File: config.mk
export PLATFORM = sky130hd
export DESIGN_NAME = gmorph_reduce
export DESIGN_NICKNAME = d
export VERILOG_FILES = /design/src/hdl/gmorph_pkg.sv /design/src/hdl/gmorph_reduce.sv
export SDC_FILE = /design/constraint.sdc
export NUM_CORES = 1
export LEC_CHECK = 0
export ABC_AREA = 1
export BUFFER_PORTS_ARGS = -buffer_cell sky130_fd_sc_hd__clkbuf_2
export CORE_MARGIN = 10
export CORE_UTILIZATION = 56
export DETAILED_ROUTE_END_ITERATION = 12
export PLACE_DENSITY_LB_ADDON = 0.08
export SYNTH_ARGS = -nofsm -noshare
export SYNTH_HDL_FRONTEND = slang
export SYNTH_SLANG_ARGS = --single-unit
File: constraint.sdc
create_clock -name vclk -period 15.3
set_clock_uncertainty 0.15 [all_clocks]
set_input_delay 3.825 -clock vclk [all_inputs]
set_output_delay 3.825 -clock vclk [all_outputs]
set_load 0.005 [all_outputs]
File: src/hdl/gmorph_pkg.sv
// Shared types, constants and register codes of the 3x3 grayscale morphology block.
package gmorph_pkg;

    // Pixel and window geometry
    localparam int PIX_W    = 8;
    localparam int TAPS     = 9;
    localparam logic [PIX_W-1:0] PIX_ONES = 8'hFF;

    // Configuration register widths and port layout
    localparam int CFG_WIDTH_W  = 12;
    localparam int CFG_HEIGHT_W = 13;
    localparam int CFG_MASK_W   = 9;
    localparam int CFG_DATA_W   = 13;
    localparam int CFG_IDX_W    = 2;

    // Register indexes
    localparam logic [CFG_IDX_W-1:0] REG_IMAGE_WIDTH  = 2'd0;
    localparam logic [CFG_IDX_W-1:0] REG_IMAGE_HEIGHT = 2'd1;
    localparam logic [CFG_IDX_W-1:0] REG_MODE         = 2'd2;
    localparam logic [CFG_IDX_W-1:0] REG_ELEMENT_MASK = 2'd3;

    // Register reset values
    localparam logic [CFG_WIDTH_W-1:0]  RST_IMAGE_WIDTH  = 12'd640;
    localparam logic [CFG_HEIGHT_W-1:0] RST_IMAGE_HEIGHT = 13'd480;
    localparam logic                    RST_MODE         = 1'b0;
    localparam logic [CFG_MASK_W-1:0]   RST_ELEMENT_MASK = 9'h1FF;

    // Mode codes
    localparam logic MODE_DILATE = 1'b0;
    localparam logic MODE_ERODE  = 1'b1;

    // Frame limits
    localparam int MAX_WIDTH_DEF = 2048;
    localparam int ROW_W         = 12;
    localparam logic [CFG_HEIGHT_W-1:0] HEIGHT_MIN   = 13'd3;
    localparam logic [CFG_HEIGHT_W-1:0] HEIGHT_LIMIT = 13'd4096;

    // 3x3 window, positions in raster order
    typedef logic [TAPS-1:0][PIX_W-1:0] t_win;

    // Operation setup handed to the reduction unit
    typedef struct packed {
        logic                  mode;
        logic [CFG_MASK_W-1:0] mask;
    } t_op;

endpackage

File: src/hdl/gmorph_reduce.sv
// Masked max/min over the nine window taps as a four-level compare tree.
module gmorph_reduce
    import gmorph_pkg::*;
(
    input  t_win             i_win,
    input  t_op              i_op,
    output logic [PIX_W-1:0] o_value
);

    logic [PIX_W-1:0] tap [TAPS];
    logic [PIX_W-1:0] lvl1 [4];
    logic [PIX_W-1:0] lvl2 [2];
    logic [PIX_W-1:0] lvl3;

    // Keep the larger (dilate) or smaller (erode) of two pixels
    function automatic logic [PIX_W-1:0] pick(
        input logic             mode,
        input logic [PIX_W-1:0] a,
        input logic [PIX_W-1:0] b
    );
        logic a_gt;
        a_gt = (a > b);
        if (mode == MODE_ERODE) begin
            pick = a_gt ? b : a;
        end else begin
            pick = a_gt ? a : b;
        end
    endfunction

    // Disabled taps take the neutral value of the operation
    always_comb begin
        for (int i = 0; i < TAPS; i++) begin
            if (i_op.mask[i]) begin
                tap[i] = i_win[i];
            end else begin
                tap[i] = (i_op.mode == MODE_ERODE) ? PIX_ONES : '0;
            end
        end
    end

    // Tree
    always_comb begin
        for (int i = 0; i < 4; i++) begin
            lvl1[i] = pick(i_op.mode, tap[2*i], tap[2*i+1]);
        end
        lvl2[0] = pick(i_op.mode, lvl1[0], lvl1[1]);
        lvl2[1] = pick(i_op.mode, lvl1[2], lvl1[3]);
        lvl3    = pick(i_op.mode, lvl2[0], lvl2[1]);
        o_value = pick(i_op.mode, lvl3, tap[TAPS-1]);
    end

endmodule

# Word level (Yosys, flattened, before mapping)
# Cells that the tools add are included.
[word_totals] reg_bits=0 wordCells=42
[op_classes] muxes=34 n_lt_le_gt_ge=8
[ops] op="$mux 8" n=34
[ops] op="$gt 8x8->1" n=8

# Depth between registers and ports, before layout
[depth] depth_word=14 depth_mapped=58 ltp_nobuf=54

# Least setup slack after synthesis
# OpenSTA, ideal clock, no wires.
[synth_timing] path_type="in2out" from="input port i_op[9] in the netlist's numbering" to="output port o_value[6]" t_required_ns=11.325 cell_stages=49 arrival_time_ns=9.681 path_slack_ns=1.644 path_cell_list="buf_6 > inv_6 > buf_12 > nor2_4 > inv_1 > nand2_1 > ha_1 > a21oi_1 > o21a_1 > nand2_1 > nand2_1 > nand2_1 > nand2_2 > clkbuf_1 > o21ai_0 > ha_1 > nand2_1 > inv_1 > [13 not listed] > a211oi_1 > nand2_2 > nand2_2 > nand2_4 > nand2_8 > nand2_2 > and2_1 > ha_1 > a21oi_1 > o21ai_0 > nand2_1 > o211ai_1 > o21ai_0 > xor2_1 > inv_1 > buf_2 > or2_2 > nand2_1"
[synth_between] elab_chain_len=14
[synth_rtl] item="start: declaration" line_no="gmorph_reduce.sv:6" text="input t_op i_op,"
[synth_rtl] item="$mux 8" line_no="gmorph_reduce.sv:36" text="tap[i] = (i_op.mode == MODE_ERODE) ? PIX_ONES : '0;"
[synth_rtl] item="$mux 8" line_no="gmorph_reduce.sv:33" text="if (i_op.mask[i]) begin"
[synth_rtl] item="$gt 8x8->1" line_no="gmorph_reduce.sv:22" text="a_gt = (a > b);"
[synth_rtl] item="$mux 8, on equally long branches" line_no="gmorph_reduce.sv:26, gmorph_reduce.sv:24"
[synth_rtl] item="$mux 8" line_no="gmorph_reduce.sv:23" text="if (mode == MODE_ERODE) begin"
[synth_rtl] item="$gt 8x8->1" line_no="gmorph_reduce.sv:22"
[synth_rtl] item="$mux 8, on equally long branches" line_no="gmorph_reduce.sv:26, gmorph_reduce.sv:24"
[synth_rtl] item="$mux 8" line_no="gmorph_reduce.sv:23"
[synth_rtl] item="$gt 8x8->1" line_no="gmorph_reduce.sv:22"
[synth_rtl] item="$mux 8, on equally long branches" line_no="gmorph_reduce.sv:26, gmorph_reduce.sv:24"
[synth_rtl] item="$mux 8" line_no="gmorph_reduce.sv:23"
[synth_rtl] item="$gt 8x8->1" line_no="gmorph_reduce.sv:22"
[synth_rtl] item="$mux 8, on equally long branches" line_no="gmorph_reduce.sv:26, gmorph_reduce.sv:24"
[synth_rtl] item="$mux 8 (*)" line_no="gmorph_reduce.sv:23"
[synth_rtl] item="end: declaration" line_no="gmorph_reduce.sv:7" text="output logic [PIX_W-1:0] o_value"
# Every way passes the cells marked *; elsewhere a longest branch is shown, timed or not.

# Worst setup path after layout
[layout_timing] from="input port i_op[9] in the netlist's numbering" to="output port o_value[7]"
# The elaborated chain is that of the path after synthesis.

==> impl_metrics.csv <==
group,metric,value,unit
power,power,0.000426,W
global_routing,grtUsageTotal,18.6,%
placed_design,dp_hpwl,7.70,mm
layout,areaGrowthSynthToFinish,13.1,%
clock_network,cts.hold.buffers_added,0,
synth,syn_area,3150,um^2
timing,setup_ws,0.724,ns
layout,seq_area,0,um^2
worst_hold_path,hold_depth,6,
floorplan,die_x,95.0,um
global_routing,grt_max_degree,22,
worst_setup_path,critPathMaxFanout,21,
timing,min_period,14.58,ns
floorplan,initial_utilization,57.6,%
synth,synth_cell_types,31,
worst_setup_path,end_kind,"output port",
layout,nClkBuffers,0,
worst_setup_path,crit_family,"simple AND/OR/NAND/NOR gates",
run,maxCapViolCount,0,
worst_setup_path,crit_slowest_cell,"o21ai_0",
synth,synthCells,548,
timing,hold_violations,0,
placed_design,place_ws,0.657,ns
floorplan,rows,27,
placed_design,gp_congestion,0.940,
worst_setup_path,required,11.33,ns
worst_setup_path,critPathBufInv,7,
floorplan,fp.dieH,95.0,um
worst_setup_path,critPathKind,"in2out",
timing,worst_slew_pin_slew,0.419,ns
floorplan,dieArea,9030,um^2
global_routing,antenna_found_initial,0,
floorplan,coreArea,5470,um^2
route,drt_iter0_markers,173,
timing,relSlewSlack,71.8,%
worst_setup_path,cp_common_cell,"nand2_1",
power,p_leak,2.06,nW
layout,n_fill_cell,575,
timing,fin_tns_setup,0,ns
worst_setup_path,cp.arrival,10.60,ns
timing,finalSetupViolCount,0,
layout,n_antenna_cell,0,
synth,synth.net_count,693,
layout,drive_gt1_share,23.1,%
placed_design,dp.cells,691,
power,ir_drop,0.100,mV
route,wl,8.73,mm
clock_network,ctsResizeCount,0,
clock_network,post-cts-setup-buffers,0,
layout,layout_common_cells,"193 x nand2_1, 90 x clkbuf_2, 63 x ha_1",
worst_hold_path,hold_start,"i_win[64]",
placed_design,io_buffers,90,
synth,synth.avg_cell_area,5.75,um^2
worst_setup_path,max_stage_delay,0.36,ns
synth,synth_seq_area_share,0,%
layout,instances_no_fill,691,
layout,seq_cells,0,
worst_hold_path,hold_end,"o_value[0]",
global_routing,grt_pass1_wl,14.7,mm
placed_design,dpl_cell_area,3560,um^2
route,wl_per_cell,12.6,um
layout,nets,766,
status,status,"completed",
synth,ys_warn_count,0,
layout,final_common_cell,"nand2_1",
worst_hold_path,hold_class,"in2out",
global_routing,grt_pass1_vias,3436,
timing,drv_slew,0,
layout,multi_input_area,2850,um^2
timing,fmax,68.6,MHz
route,via_per_inst,5.26,
global_routing,grt-ovfl-total,0,
timing,min_period_over_period,95.3,%
floorplan,io_pins,90,
route,drcViolationCount,0,
power,power_density,119,nW/um^2
layout,finalInstanceArea,3570,um^2
route,dr.pass1.iters,4,
route,detail-route-antenna-nets,0,
worst_setup_path,crit_path_start_kind,"primary input",
route,num_vias,3637,
[metal layers]
layer / vias up / GRT usage [%] / share of wire (%)
li1: 1982 / - / -
met1: 1575 / 26.0 / 49
met2: 78 / 31.5 / 44
met3: 2 / 1.81 / 6.3
met4: 0 / 0.623 / 0.23
met5: - / 0 / 0
[tightest hold or removal path: stages]
cell and delay (ns):
clkbuf_2 0.08, nand2_1 0.04, o21ai_0 0.12, nand2_1 0.07
nand2_1 0.07, clkbuf_2 0.11
[cell type report]
class                           instances  area share, %
Inverter                               45           5.05
Multi-Input combinational cell        484           79.8
Tap cell                               72           2.53
Timing Repair Buffer                   90           12.6
[synth_stat cells (all sizes together)]
library cell / count / area share, %
nand2: 217 / 29
and2: 7 / 1.4
a21o: 4 / 0.95
o21ai: 50 / 7.9
a211oi: 1 / 0.24
inv: 45 / 5.5
a21oi: 64 / 11
ha: 63 / 25
xor2: 1 / 0.28
nand3: 36 / 6.3
o211ai: 1 / 0.24
nor2: 24 / 4.9
clkbuf: 5 / 0.60
nand4: 7 / 1.4
o21a: 2 / 0.48
or2: 7 / 1.4
buf: 14 / 3.6
[metrics by stage]
step / hold slack [ns] / utilization (%)
5_1_grt: 8.06 / 65.2
3_5_place_dp: 7.98 / 65.0
6_report: 7.99 / 65.2
3_3_place_gp: 7.98 / 65.0
2_1_floorplan: 7.74 / -
4_1_cts: 7.98 / 65.0
[kinds of logic after synthesis]
kind of cell / synth area share, %
XOR/XNOR: 0.278
adder cells (fa/ha/maj): 25.0
AND/OR/NAND/NOR: 44.1
buffers and inverters: 9.73
AO/OA/AOI/OAI: 20.8
[power breakdown]
group / total (W) / internal (W) / switching, W
combinational: 0.000426 / 0.000166 / 0.000259
sequential: 0 / 0 / 0
clock: 0 / 0 / 0
total: 0.000426 / 0.000166 / 0.000259
[worst max-delay path by stage]
stage	endpoint	start	cells past startpoint	slack (ns)
after global placement	o_value[1]	i_op[9]	47	0.81
after CTS	o_value[7]	i_op[9]	47	0.63
final	o_value[7]	i_op[9]	44	0.72
after global routing	o_value[1]	i_op[9]	50	-0.02
after floorplan	o_value[6]	i_op[9]	49	1.64
after detailed placement	o_value[7]	i_op[9]	47	0.66
(Power assumes the default switching activity.)
